[src/design/wsmh_pkg.sv]
// Package for the word stream mix hash: constants, control word types and microcode ROM.
`timescale 1ns / 1ps

package wsmh_pkg;

    // Mixing constants
    localparam logic [63:0] GOLDEN  = 64'h9E3779B97F4A7C15;
    localparam logic [63:0] FIN_M1  = 64'hBF58476D1CE4E5B9;
    localparam logic [63:0] FIN_M2  = 64'h94D049BB133111EB;
    localparam logic [63:0] CHAIN_M = 64'h3C79AC492BA7B653;
    localparam logic [63:0] TAIL_K  = 64'h1C69B3F74AC4AE35;
    localparam logic [63:0] AVA_M1  = 64'hFF51AFD7ED558CCD;
    localparam logic [63:0] AVA_M2  = 64'hC4CEB9FE1A85EC53;

    // Datapath operations
    localparam logic [3:0] OP_NOP      = 4'd0;
    localparam logic [3:0] OP_LD_SEED  = 4'd1;  // acc = seed ^ length
    localparam logic [3:0] OP_LD_WORD  = 4'd2;  // acc = word + golden
    localparam logic [3:0] OP_LD_TAIL  = 4'd3;  // acc = tail ^ tail constant
    localparam logic [3:0] OP_XSR      = 4'd4;  // acc ^= acc >> shift
    localparam logic [3:0] OP_MUL_LL   = 4'd5;  // prod = a_lo * k_lo
    localparam logic [3:0] OP_MUL_LH   = 4'd6;  // prod.hi += a_lo * k_hi
    localparam logic [3:0] OP_MUL_HL   = 4'd7;  // acc = prod + (a_hi * k_lo) << 32
    localparam logic [3:0] OP_MIX      = 4'd8;  // acc = rotl(chain ^ acc, 27)
    localparam logic [3:0] OP_XCH      = 4'd9;  // acc = chain ^ acc
    localparam logic [3:0] OP_ST_CHAIN = 4'd10; // chain = acc

    // Shift selects
    localparam logic [1:0] SH_30 = 2'd0;
    localparam logic [1:0] SH_27 = 2'd1;
    localparam logic [1:0] SH_31 = 2'd2;
    localparam logic [1:0] SH_33 = 2'd3;

    // Multiplier constant selects
    localparam logic [2:0] K_FIN1  = 3'd0;
    localparam logic [2:0] K_FIN2  = 3'd1;
    localparam logic [2:0] K_CHAIN = 3'd2;
    localparam logic [2:0] K_AVA1  = 3'd3;
    localparam logic [2:0] K_AVA2  = 3'd4;

    // Sequencer conditions
    localparam logic [2:0] C_NEXT        = 3'd0; // fall through
    localparam logic [2:0] C_SHORTLAST   = 3'd1; // jump if last beat is short
    localparam logic [2:0] C_NOTLAST_END = 3'd2; // finish quietly if not last
    localparam logic [2:0] C_END         = 3'd3; // finish and emit result
    localparam logic [2:0] C_STOP        = 3'd4; // finish quietly

    // Program entry points
    localparam logic [5:0] UA_SEED = 6'd0;
    localparam logic [5:0] UA_BODY = 6'd11;
    localparam logic [5:0] UA_TAIL = 6'd26;

    typedef struct packed {
        logic [3:0] op;
        logic [1:0] shift_sel;
        logic [2:0] k_sel;
    } dp_ctrl_t;

    typedef struct packed {
        dp_ctrl_t   dp;
        logic [2:0] cond;
        logic [5:0] target;
    } ucode_t;

    function automatic ucode_t uw(input logic [3:0] op, input logic [1:0] sh,
                                  input logic [2:0] k, input logic [2:0] cond,
                                  input logic [5:0] target);
        ucode_t u;
        u.dp.op        = op;
        u.dp.shift_sel = sh;
        u.dp.k_sel     = k;
        u.cond         = cond;
        u.target       = target;
        return u;
    endfunction

    // Microcode ROM
    function automatic ucode_t wsmh_ucode(input logic [5:0] addr);
        ucode_t u;
        u = uw(OP_NOP, SH_30, K_FIN1, C_STOP, UA_SEED);
        case (addr)
            // start of message: chain = finalize(seed ^ length)
            6'd0:  u = uw(OP_LD_SEED,  SH_30, K_FIN1,  C_NEXT, UA_SEED);
            6'd1:  u = uw(OP_XSR,      SH_30, K_FIN1,  C_NEXT, UA_SEED);
            6'd2:  u = uw(OP_MUL_LL,   SH_30, K_FIN1,  C_NEXT, UA_SEED);
            6'd3:  u = uw(OP_MUL_LH,   SH_30, K_FIN1,  C_NEXT, UA_SEED);
            6'd4:  u = uw(OP_MUL_HL,   SH_30, K_FIN1,  C_NEXT, UA_SEED);
            6'd5:  u = uw(OP_XSR,      SH_27, K_FIN2,  C_NEXT, UA_SEED);
            6'd6:  u = uw(OP_MUL_LL,   SH_27, K_FIN2,  C_NEXT, UA_SEED);
            6'd7:  u = uw(OP_MUL_LH,   SH_27, K_FIN2,  C_NEXT, UA_SEED);
            6'd8:  u = uw(OP_MUL_HL,   SH_27, K_FIN2,  C_NEXT, UA_SEED);
            6'd9:  u = uw(OP_XSR,      SH_31, K_FIN2,  C_NEXT, UA_SEED);
            6'd10: u = uw(OP_ST_CHAIN, SH_31, K_FIN2,  C_NEXT, UA_SEED);
            // word body: short last beat skips to the tail
            6'd11: u = uw(OP_LD_WORD,  SH_30, K_FIN1,  C_SHORTLAST, UA_TAIL);
            6'd12: u = uw(OP_XSR,      SH_30, K_FIN1,  C_NEXT, UA_SEED);
            6'd13: u = uw(OP_MUL_LL,   SH_30, K_FIN1,  C_NEXT, UA_SEED);
            6'd14: u = uw(OP_MUL_LH,   SH_30, K_FIN1,  C_NEXT, UA_SEED);
            6'd15: u = uw(OP_MUL_HL,   SH_30, K_FIN1,  C_NEXT, UA_SEED);
            6'd16: u = uw(OP_XSR,      SH_27, K_FIN2,  C_NEXT, UA_SEED);
            6'd17: u = uw(OP_MUL_LL,   SH_27, K_FIN2,  C_NEXT, UA_SEED);
            6'd18: u = uw(OP_MUL_LH,   SH_27, K_FIN2,  C_NEXT, UA_SEED);
            6'd19: u = uw(OP_MUL_HL,   SH_27, K_FIN2,  C_NEXT, UA_SEED);
            6'd20: u = uw(OP_XSR,      SH_31, K_FIN2,  C_NEXT, UA_SEED);
            6'd21: u = uw(OP_MIX,      SH_31, K_CHAIN, C_NEXT, UA_SEED);
            6'd22: u = uw(OP_MUL_LL,   SH_31, K_CHAIN, C_NEXT, UA_SEED);
            6'd23: u = uw(OP_MUL_LH,   SH_31, K_CHAIN, C_NEXT, UA_SEED);
            6'd24: u = uw(OP_MUL_HL,   SH_31, K_CHAIN, C_NEXT, UA_SEED);
            6'd25: u = uw(OP_ST_CHAIN, SH_31, K_CHAIN, C_NOTLAST_END, UA_SEED);
            // tail and avalanche
            6'd26: u = uw(OP_LD_TAIL,  SH_30, K_FIN1,  C_NEXT, UA_SEED);
            6'd27: u = uw(OP_XSR,      SH_30, K_FIN1,  C_NEXT, UA_SEED);
            6'd28: u = uw(OP_MUL_LL,   SH_30, K_FIN1,  C_NEXT, UA_SEED);
            6'd29: u = uw(OP_MUL_LH,   SH_30, K_FIN1,  C_NEXT, UA_SEED);
            6'd30: u = uw(OP_MUL_HL,   SH_30, K_FIN1,  C_NEXT, UA_SEED);
            6'd31: u = uw(OP_XSR,      SH_27, K_FIN2,  C_NEXT, UA_SEED);
            6'd32: u = uw(OP_MUL_LL,   SH_27, K_FIN2,  C_NEXT, UA_SEED);
            6'd33: u = uw(OP_MUL_LH,   SH_27, K_FIN2,  C_NEXT, UA_SEED);
            6'd34: u = uw(OP_MUL_HL,   SH_27, K_FIN2,  C_NEXT, UA_SEED);
            6'd35: u = uw(OP_XSR,      SH_31, K_FIN2,  C_NEXT, UA_SEED);
            6'd36: u = uw(OP_XCH,      SH_33, K_AVA1,  C_NEXT, UA_SEED);
            6'd37: u = uw(OP_XSR,      SH_33, K_AVA1,  C_NEXT, UA_SEED);
            6'd38: u = uw(OP_MUL_LL,   SH_33, K_AVA1,  C_NEXT, UA_SEED);
            6'd39: u = uw(OP_MUL_LH,   SH_33, K_AVA1,  C_NEXT, UA_SEED);
            6'd40: u = uw(OP_MUL_HL,   SH_33, K_AVA1,  C_NEXT, UA_SEED);
            6'd41: u = uw(OP_XSR,      SH_33, K_AVA2,  C_NEXT, UA_SEED);
            6'd42: u = uw(OP_MUL_LL,   SH_33, K_AVA2,  C_NEXT, UA_SEED);
            6'd43: u = uw(OP_MUL_LH,   SH_33, K_AVA2,  C_NEXT, UA_SEED);
            6'd44: u = uw(OP_MUL_HL,   SH_33, K_AVA2,  C_NEXT, UA_SEED);
            6'd45: u = uw(OP_XSR,      SH_33, K_AVA2,  C_NEXT, UA_SEED);
            6'd46: u = uw(OP_ST_CHAIN, SH_33, K_AVA2,  C_END,  UA_SEED);
            default: u = uw(OP_NOP,    SH_30, K_FIN1,  C_STOP, UA_SEED);
        endcase
        return u;
    endfunction

endpackage

[src/design/wsmh_datapath.sv]
// Hash datapath: accumulator, shared 32x32 multiplier, chain register.
`timescale 1ns / 1ps

module wsmh_datapath
    import wsmh_pkg::*;
(
    input  logic        clk,
    input  logic        rst_n,
    input  dp_ctrl_t    ctrl,
    input  logic [63:0] seed,
    input  logic [63:0] length,
    input  logic [63:0] word,
    input  logic        tail_word,
    output logic [63:0] acc
);

    logic [63:0] acc_reg;
    logic [63:0] acc_next;
    logic [63:0] prod_reg;
    logic [63:0] prod_next;
    logic [63:0] chain_reg;
    logic [63:0] chain_next;
    logic [63:0] k_val;
    logic [31:0] mul_a;
    logic [31:0] mul_b;
    logic [63:0] product;
    logic [63:0] xsr_val;
    logic [63:0] mix_val;

    // Multiplier constant select
    always_comb
    begin
        case (ctrl.k_sel)
            K_FIN1:  k_val = FIN_M1;
            K_FIN2:  k_val = FIN_M2;
            K_CHAIN: k_val = CHAIN_M;
            K_AVA1:  k_val = AVA_M1;
            K_AVA2:  k_val = AVA_M2;
            default: k_val = FIN_M1;
        endcase
    end

    // One 32x32 multiplier, three passes give the low 64 bits of a 64x64 product
    assign mul_a   = (ctrl.op == OP_MUL_HL) ? acc_reg[63:32] : acc_reg[31:0];
    assign mul_b   = (ctrl.op == OP_MUL_LH) ? k_val[63:32] : k_val[31:0];
    assign product = 64'(mul_a) * 64'(mul_b);

    // xor-shift with fixed shift amounts
    always_comb
    begin
        case (ctrl.shift_sel)
            SH_30:   xsr_val = acc_reg ^ (acc_reg >> 30);
            SH_27:   xsr_val = acc_reg ^ (acc_reg >> 27);
            SH_31:   xsr_val = acc_reg ^ (acc_reg >> 31);
            default: xsr_val = acc_reg ^ (acc_reg >> 33);
        endcase
    end

    assign mix_val = chain_reg ^ acc_reg;

    // Operation decoder
    always_comb
    begin
        acc_next   = acc_reg;
        prod_next  = prod_reg;
        chain_next = chain_reg;
        unique case (ctrl.op)
            OP_NOP:      acc_next = acc_reg;
            OP_LD_SEED:  acc_next = seed ^ length;
            OP_LD_WORD:  acc_next = word + GOLDEN;
            OP_LD_TAIL:  acc_next = (tail_word ? word : 64'd0) ^ TAIL_K;
            OP_XSR:      acc_next = xsr_val;
            OP_MUL_LL:   prod_next = product;
            OP_MUL_LH:   prod_next = {prod_reg[63:32] + product[31:0], prod_reg[31:0]};
            OP_MUL_HL:   acc_next = {prod_reg[63:32] + product[31:0], prod_reg[31:0]};
            OP_MIX:      acc_next = {mix_val[36:0], mix_val[63:37]};
            OP_XCH:      acc_next = mix_val;
            OP_ST_CHAIN: chain_next = acc_reg;
            default:     acc_next = acc_reg;
        endcase
    end

    // Working registers
    always_ff @(posedge clk)
    begin
        acc_reg  <= acc_next;
        prod_reg <= prod_next;
    end

    // Chain state
    always_ff @(posedge clk or negedge rst_n)
    begin
        if (!rst_n)
        begin
            chain_reg <= '0;
        end
        else
        begin
            chain_reg <= chain_next;
        end
    end

    assign acc = acc_reg;

endmodule

[src/design/word_stream_mix_hash.sv]
// Top level of the word stream mix hash: stream ports, byte counting, microcode sequencer.
`timescale 1ns / 1ps

// Keyed 64-bit hash over little-endian 64-bit word beats. A beat with tuser set starts a
// message and samples its length; the beat with tlast set ends it and yields one result
// beat carrying the hash and a length error flag. One beat is processed at a time by a
// microcoded sequence over a single shared 32x32 multiplier (three passes per 64-bit
// product); a middle word runs the body steps, a starting beat the seed steps first, a
// short last beat loads and jumps to the tail steps, a full last beat body and tail. The
// input is ready again as soon as the sequence ends; a finished result waits in the
// output register while the next beat is taken. hash_seed must be written on the cfg
// channel only while no message beat is in flight; the block itself does not enforce it.
module word_stream_mix_hash
    import wsmh_pkg::*;
#(
    parameter int LENGTH_BITS = 32
)
(
    input  logic         clk,
    input  logic         rst_n,
    // configuration: hash_seed
    input  logic         cfg_valid,
    output logic         cfg_ready,
    input  logic [63:0]  cfg_data,
    // input beats
    input  logic         s_axis_tvalid,
    output logic         s_axis_tready,
    input  logic [103:0] s_axis_tdata,   // word_data[63:0], byte_count[67:64],
                                         // message_length[99:68], zero pad
    input  logic         s_axis_tuser,   // first_word
    input  logic         s_axis_tlast,   // last_word
    // result beats
    output logic         m_axis_tvalid,
    input  logic         m_axis_tready,
    output logic [63:0]  m_axis_tdata,   // hash_value[63:0]
    output logic         m_axis_tuser    // length_error
);

    localparam int SUM_W = LENGTH_BITS + 1;

    logic                   busy_reg;
    logic [5:0]             pc_reg;
    logic [63:0]            seed_reg;
    logic [63:0]            word_reg;
    logic                   short_reg;
    logic                   last_reg;
    logic [LENGTH_BITS-1:0] bytes_reg;
    logic [LENGTH_BITS-1:0] bytes_next;
    logic [LENGTH_BITS-1:0] decl_reg;
    logic [LENGTH_BITS-1:0] decl_next;
    logic                   fault_reg;
    logic                   fault_next;
    logic                   err_reg;
    logic                   out_valid_reg;
    logic [63:0]            out_hash_reg;
    logic                   out_err_reg;

    logic [63:0]            in_word;
    logic [3:0]             in_count;
    logic                   in_first;
    logic                   in_last;
    logic [31:0]            in_length;
    logic [3:0]             n_bytes;
    logic                   in_short;
    logic [63:0]            masked_word;
    logic [LENGTH_BITS-1:0] base_bytes;
    logic [SUM_W-1:0]       byte_sum;
    logic                   accept;

    ucode_t                 uword;
    dp_ctrl_t               dp_ctrl;
    logic                   stall;
    logic                   step;
    logic [63:0]            acc;

    assign in_word   = s_axis_tdata[63:0];
    assign in_count  = s_axis_tdata[67:64];
    assign in_length = s_axis_tdata[99:68];
    assign in_first  = s_axis_tuser;
    assign in_last   = s_axis_tlast;

    assign accept        = s_axis_tvalid && s_axis_tready;
    assign s_axis_tready = !busy_reg;
    assign cfg_ready     = 1'b1;

    // Saturate count to a full word, zero bytes past it
    assign n_bytes  = in_count[3] ? 4'd8 : in_count;
    assign in_short = !in_count[3];

    always_comb
    begin
        for (int i = 0; i < 8; i++)
        begin
            masked_word[i*8 +: 8] = (4'(i) < n_bytes) ? in_word[i*8 +: 8] : 8'd0;
        end
    end

    // Byte count with saturation, and length check
    always_comb
    begin
        decl_next  = in_first ? LENGTH_BITS'(in_length) : decl_reg;
        base_bytes = in_first ? '0 : bytes_reg;
        fault_next = in_first ? 1'b0 : fault_reg;
        byte_sum   = {1'b0, base_bytes} + SUM_W'(n_bytes);
        if (byte_sum[LENGTH_BITS])
        begin
            bytes_next = '1;
            fault_next = 1'b1;
        end
        else
        begin
            bytes_next = byte_sum[LENGTH_BITS-1:0];
        end
        if (!in_last && in_short)
        begin
            fault_next = 1'b1;
        end
    end

    // Sequencer control
    assign uword   = wsmh_ucode(pc_reg);
    assign stall   = (uword.cond == C_END) && out_valid_reg && !m_axis_tready;
    assign step    = busy_reg && !stall;
    assign dp_ctrl = step ? uword.dp : '{op: OP_NOP, shift_sel: SH_30, k_sel: K_FIN1};

    always_ff @(posedge clk or negedge rst_n)
    begin
        if (!rst_n)
        begin
            busy_reg      <= 1'b0;
            pc_reg        <= UA_SEED;
            seed_reg      <= '0;
            bytes_reg     <= '0;
            decl_reg      <= '0;
            fault_reg     <= 1'b0;
            out_valid_reg <= 1'b0;
        end
        else
        begin
            if (cfg_valid && cfg_ready)
            begin
                seed_reg <= cfg_data;
            end

            // result valid: set at the end of a sequence, cleared when taken
            if (step && (uword.cond == C_END))
            begin
                out_valid_reg <= 1'b1;
            end
            else if (m_axis_tvalid && m_axis_tready)
            begin
                out_valid_reg <= 1'b0;
            end

            if (accept)
            begin
                busy_reg  <= 1'b1;
                pc_reg    <= in_first ? UA_SEED : UA_BODY;
                bytes_reg <= bytes_next;
                decl_reg  <= decl_next;
                fault_reg <= fault_next;
            end
            else if (step)
            begin
                unique case (uword.cond)
                    C_NEXT:
                    begin
                        pc_reg <= pc_reg + 6'd1;
                    end
                    C_SHORTLAST:
                    begin
                        pc_reg <= (last_reg && short_reg) ? uword.target : pc_reg + 6'd1;
                    end
                    C_NOTLAST_END:
                    begin
                        if (last_reg)
                        begin
                            pc_reg <= pc_reg + 6'd1;
                        end
                        else
                        begin
                            busy_reg <= 1'b0;
                        end
                    end
                    C_END:
                    begin
                        busy_reg <= 1'b0;
                    end
                    default:
                    begin
                        busy_reg <= 1'b0;
                    end
                endcase
            end
        end
    end

    // Beat payload and result registers
    always_ff @(posedge clk)
    begin
        if (accept)
        begin
            word_reg  <= masked_word;
            short_reg <= in_short;
            last_reg  <= in_last;
            err_reg   <= fault_next || (bytes_next != decl_next);
        end
        if (step && (uword.cond == C_END))
        begin
            out_hash_reg <= acc;
            out_err_reg  <= err_reg;
        end
    end

    wsmh_datapath u_datapath (
        .clk       (clk),
        .rst_n     (rst_n),
        .ctrl      (dp_ctrl),
        .seed      (seed_reg),
        .length    (64'(decl_reg)),
        .word      (word_reg),
        .tail_word (short_reg),
        .acc       (acc)
    );

    assign m_axis_tvalid = out_valid_reg;
    assign m_axis_tdata  = out_hash_reg;
    assign m_axis_tuser  = out_err_reg;

endmodule

[config.mk]
export PLATFORM = sky130hd
export DESIGN_NAME = word_stream_mix_hash
export DESIGN_NICKNAME = d
export VERILOG_FILES = /design/src/design/wsmh_pkg.sv /design/src/design/wsmh_datapath.sv /design/src/design/word_stream_mix_hash.sv
export SDC_FILE = /design/constraint.sdc
export NUM_CORES = 2
export LEC_CHECK = 0
export ABC_AREA = 1
export ABC_CLOCK_PERIOD_IN_PS = 12450
export BUFFER_PORTS_ARGS = -buffer_cell sky130_fd_sc_hd__buf_4
export CELL_PAD_IN_SITES_DETAIL_PLACEMENT = 0
export CELL_PAD_IN_SITES_GLOBAL_PLACEMENT = 1
export CORE_ASPECT_RATIO = 0.75
export CORE_MARGIN = 4
export CORE_UTILIZATION = 41
export DETAILED_ROUTE_END_ITERATION = 10
export GPL_TIMING_DRIVEN = 0
export PLACE_DENSITY_LB_ADDON = 0.1
export SLEW_MARGIN = 20
export SYNTH_ARGS = -nofsm -noshare
export SYNTH_HDL_FRONTEND = slang
export SYNTH_SLANG_ARGS = --single-unit
export TNS_END_PERCENT = 10
[constraint.sdc]
create_clock -name clk -period 12.45 [get_ports clk]
set_clock_uncertainty 0.15 [all_clocks]
set_input_delay 1.8675 -clock clk [delete_from_list [all_inputs] [get_ports clk]]
set_output_delay 1.8675 -clock clk [all_outputs]
set_load 0.1 [all_outputs]
# Word level (Yosys, flattened, before mapping)
# Memories as Yosys holds them, arrays and structs flattened.
# Cells that the tools add are included.
# word_totals
latchBits	0
ramBits	0
reg_bits	461
memories	1
rom_bits	960
out_inout_bits	68
# classes
n_addsub	4
n_eq_ne	23
bitwise_logic	8
multipliers	1
n_lt_le_gt_ge	8
shift	0
n_reduce_logical	25
muxes	27
div_mod_pow	0
# memory_table
memory	depth	word_bits	rd	rd_clocked_by_memory_dff	write_ports	line_no	text
(no name shown)	64	15	1	0	0	wsmh_pkg.sv:81	case (addr)
# ops
cell	n
case mux 64 bit (7 select lines)	1
case mux 64 bit (4 select lines)	1
case mux 64 bit (3 select lines)	1
two-way mux 32 bit	5
case mux 64 bit (2 select lines)	1
adder 64 bit, second input constant	1
multiplier 32 x 32 -> 64 bit	1
two-way mux 64 bit	1
bitwise XOR 64 x 31 -> 64 bit	1
bitwise XOR 64 x 32 -> 64 bit	1
bitwise XOR 64 x 33 -> 64 bit	1
bitwise XOR 64 x 34 -> 64 bit	1
bitwise XOR 64 x 37 -> 64 bit	1
bitwise XOR 64 bit	1
NOT 34 bit	1
adder 32 x 4 -> 33 bit	1
adder 32 bit	1
inequality test 32 bit	1
two-way mux 6 bit	4
case mux 6 bit (3 select lines)	1
equality test 4 x 3 -> 1 bit, second input constant	4
< comparator 3 x 4 -> 1 bit, first input constant	4
equality test 3 x 2 -> 1 bit, second input constant	4
equality test 4 bit, second input constant	3
other kinds (27)	54

# Logic depth before layout (Yosys ltp)
# An unclocked memory read counts as a cell.
# depth
depth_word	13
depth_mapped	59
mapped_depth_nobuf	57

# Modules after synthesis
# Synthesis repeated with hierarchy kept, for this count alone.
# hier_totals
hier_cells	8291
area_unflattened_um2	64281.7
# by_module_without_submodules
mod	area_each_um2	seq_area_each_um2	instances	cells_each
wsmh_datapath	51524.4	5445.2	1	6964
word_stream_mix_hash	12757.2	7392.1	1	1327

# Least setup slack after synthesis
# Ideal clock, no wire load.
# synth_path
path_kind	input to register
startpoint	in m_axis_tready
endpoint	reg u_datapath.acc_reg[62], in the netlist u_datapath.acc[62] (data pin)
cell_stages	47
arrival_ps	10079
slack_ps	1966
setup_ps	254
required_time_ps	12046
cell_sequence	inv_1 > nand3_2 > nand2_4 > nor2_4 > nand2_1 > nor2_4 > nand2_4 > buf_6 > buf_6 > o21ai_4 > inv_2 > buf_4 > nor2_1 > fa_1 > fa_1 > fa_1 > inv_1 > fa_1 > [11 not listed] > nor2_1 > inv_1 > nor4_1 > a21oi_1 > xor2_1 > ha_1 > nand2_1 > inv_1 > a21oi_1 > o21ai_0 > a21oi_1 > nand2_1 > nand2_1 > nand2_1 > nand2_1 > nand3_1 > nor2_1 > nand2_1
# synth_between
elab_chain_cells	11
elab_cells_between_ends	27
cone_classes	add/sub: 1; mul: 1; eq/ne: 14; mux: 6; reduce/logical: 5
# synth_lines
item	line_no	text
from (decl)	word_stream_mix_hash.sv:34	input logic m_axis_tready,
zero test 1 bit *	word_stream_mix_hash.sv:122	assign stall = (uword.cond == C_END) && out_valid_reg && !m_axis_tready;
logical AND 1 bit *	word_stream_mix_hash.sv:122	
zero test 1 bit *	word_stream_mix_hash.sv:123	assign step = busy_reg && !stall;
logical AND 1 bit *	word_stream_mix_hash.sv:123	
two-way mux 9 bit *	word_stream_mix_hash.sv:124	assign dp_ctrl = step ? uword.dp : '{op: OP_NOP, shift_sel: SH_30, k_sel: K_FIN1};
equality test 3 bit (tied with other cells)	wsmh_datapath.sv:33	case (ctrl.k_sel)
case mux 64 bit (4 select lines)	wsmh_datapath.sv:33	
two-way mux 32 bit	wsmh_datapath.sv:45	assign mul_b = (ctrl.op == OP_MUL_LH) ? k_val[63:32] : k_val[31:0];
multiplier 32 x 32 -> 64 bit	wsmh_datapath.sv:46	assign product = 64'(mul_a) * 64'(mul_b);
adder 32 bit	wsmh_datapath.sv:75	OP_MUL_HL: acc_next = {prod_reg[63:32] + product[31:0], prod_reg[31:0]};
case mux 64 bit (7 select lines) *	wsmh_datapath.sv:67	unique case (ctrl.op)
net u_datapath.acc_next[62]	wsmh_datapath.sv:18	logic [63:0] acc_next;
to (signal assigned)	wsmh_datapath.sv:86	acc_reg <= acc_next;
to (decl)	wsmh_datapath.sv:17	logic [63:0] acc_reg;
# The timed path passes the listed nets; every way through them passes the cells marked *.
# A chain may end at the register's enable or synchronous reset.

# Worst setup path in the final report
# layout_path
startpoint	in m_axis_tready
endpoint	reg u_datapath.acc_reg[60], in the netlist u_datapath.acc[60] (data pin)
# The elaborated chain is that of the path after synthesis.

==> metrics.cfg <==
[worst_setup_path]
crit_family=adder cells
endpoint_kind=register
critical_path_class=input pin to register
cp.arrival_ns=12.55
path_max_fanout=10
cp.required_ns=12.70
crit_slowest_cell=fa_1
cp_common_cell=fa_1
crit_path_max_incr_delay_ns=0.67
cp_num_buf_inv=8
start_kind=input pin

[synth]
syn_nets=9664
ys.flop_type=edfxtp_1
synth_top_cell_by_area=fa_1
async_flop_share_pct=43.6
synth_edf_count=260
syn_inst=8281
yosysTopAreaCellShare_pct=27.9
ys_seq_area_share_pct=20.0
synth-seq-cells=461
synth_top_cells_by_area=fa_1 (28%), edfxtp_1 (12%), nand2_1 (11%)
ys_types=54
synth_area_sq_mm=0.0643
ys_warn_count=0
syn_avg_cell_area_sq_um=7.77

[timing]
fmax_mhz=81.3
slew_headroom_pct=11.8
max_slew.worst_pin.slew_ns=1.31
hold_violations=0
period_needed_ns=12.30
min_period_over_period_pct=98.8
slew_violations=0
finalSetupViolCount=0

[floorplanning]
num_rows=125
io_pins=243
die_x_um=465
initial_utilization_pct=41.4
die_area_sq_mm=0.163
coreArea_sq_mm=0.155
dieHeight_um=351

[status]
status=finished, final reports clean

[cts]
htreeDepth=2
clk_latency_ns=0.67
cts_buffers=45
ctsHoldBuffers=0
cts_tree=done
clockRootBuffer=clkbuf_16
clockBufferDepth=3
clk_pin_slew_worst_paths_ns=0.07
cts.sinks=461

[finish]
fin_nets=10000
fillers=16000
final_util_pct=46.7
drive_gt1_share_pct=10.6
syn2layout_area_growth_pct=12.9

[global_route]
gr-total-overflow=0
antenna_found_initial=20
grt_pass1_vias=58200
grt_usage_pct=39.1
grt_start_max_net_pins=89
grt_pass1_wl_um=449000

[route]
wl_per_cell_um=30.0
vias=61400
met3_length_um=52700
drc=0
drtIter0Drc=8633
dr.pass1.iters=8
met2_length_um=116000
ant_nets=0
met1Wirelength_um=147000
via_per_inst=5.69
routed_wl_um=323000
highest_layer=met5

[placed_design]
place.gp.congestion=1.05
portBuffers=235
place_hpwl_um=273000

[hold_path]
min_path_type=register to register

[run]
cap_viol_max_count=0

layout make-up:
type	instances	area, sq um	area share, %
Clock buffer	58	1220	1.69
Clock inverter	26	262	0.360
Inverter	1577	5980	8.23
Timing Repair Buffer	320	2760	3.80
Buffer	368	1900	2.62
Sequential cell	461	12800	17.7
Multi-Input combinational cell	5874	45000	62.0
Antenna cell	8	20.0	0.0276
Tap cell	2095	2620	3.61
cell usage after synthesis, types with 41 or more instances:
| master | count |
|---|---|
| nor3_1 | 43 |
| mux2_2 | 64 |
| a21oi_1 | 208 |
| nand3_1 | 399 |
| nand4_1 | 142 |
| clkbuf_1 | 154 |
| edfxtp_1 | 260 |
| buf_1 | 56 |
| nand2_1 | 1928 |
| xor2_1 | 209 |
| ha_1 | 310 |
| fa_1 | 898 |
| inv_2 | 42 |
| dfrtp_1 | 201 |
| a31oi_1 | 41 |
| buf_2 | 144 |
| xnor2_1 | 45 |
| o21ai_0 | 450 |
| nor2_1 | 879 |
| inv_1 | 1530 |
cells by family (layout without fill, tap and decap cells):
kind of cell | after synthesis | in the layout | share of synthesized area [%]
XOR/XNOR | 254 | 254 | 3.46
other | 1 | 9 | 0.00583
multiplexers | 71 | 71 | 1.23
AO/OA/AOI/OAI | 850 | 850 | 7.33
adder cells (fa/ha/maj) | 1208 | 1208 | 34.0
buffers and inverters | 1946 | 2349 | 11.8
flip-flops | 461 | 461 | 20.0
AND/OR/NAND/NOR | 3490 | 3490 | 22.3
stage by stage:
step	TNS (ns)	hold slack (ns)	setup slack, ns	area [sq um]	std cells
after global routing	-0.0142	0.293	-0.0142	72600	10800
final	0	0.276	0.151	72600	10800
after floorplan	0	0.250	1.97	64300	8281
after detailed placement	-56.78	0.261	-2.26	69000	10600
after global placement	-67.60	0.250	-2.71	68700	10600
after CTS	-0.154	0.277	-0.0660	71500	10700
worst paths after layout:
kind                                                 to  cells after the start  slack [ns]                   from
setup / recovery           u_datapath.acc[60]$_DFFE_PP_                     40        0.15          m_axis_tready
hold / removal                   m_axis_tuser$_DFFE_PP_                      0        0.28      err_reg$_DFFE_PP_
setup reg to reg           u_datapath.acc[60]$_DFFE_PP_                     43        0.23  pc_reg[2]$_DFFE_PN0P_
hold reg to reg                  m_axis_tuser$_DFFE_PP_                      0        0.28      err_reg$_DFFE_PP_
max in group asynchronous      seed_reg[53]$_DFFE_PN0P_                      3        9.85                  rst_n
min in group asynchronous     bytes_reg[29]$_DFFE_PN0P_                      1        0.95                  rst_n
layer usage:
layer / vias up / track usage [%]
li1: 26200 / -
met1: 30800 / 60.4
met2: 3991 / 48.4
met3: 378 / 18.6
met4: 16 / 6.92
met5: - / 1.89
worst reg2reg max path, delay by kind of cell, from the launching register on:
kind / cells / cell delay, ns
adder cells (fa/ha/maj): 10 / 5.27
buffers and inverters: 9 / 1.31
AND/OR/NAND/NOR: 14 / 2.50
AO/OA/AOI/OAI: 8 / 1.82
XOR/XNOR: 2 / 0.51
flip-flops: 1 / 0.38
placed cells by master (no fill, tap or decap), drive strengths merged, types with 18 or more instances in the layout:
master and instances:
nand3 400, fa 898, nor2 893, or2 37
inv 1575, xnor2 45, clkinv 18, buf 527
nand2 1937, edfxtp 260, nand3b 25, xor2 209
clkbuf 219, o211ai 37, a31oi 41, o21bai 19
dfrtp 201, a21oi 210, o21ai 489, nor3 44
mux2 64, nand4 142, ha 310
what timing repair did:
action	CTS	global route
setup buffers	22	50
resized for setup	187	167
endpoints found under the setup margin	36	38
pin swaps	9	27
Power is not shown: default switching activity piles up to over one toggle a cycle in this logic, so the estimate is an artifact.
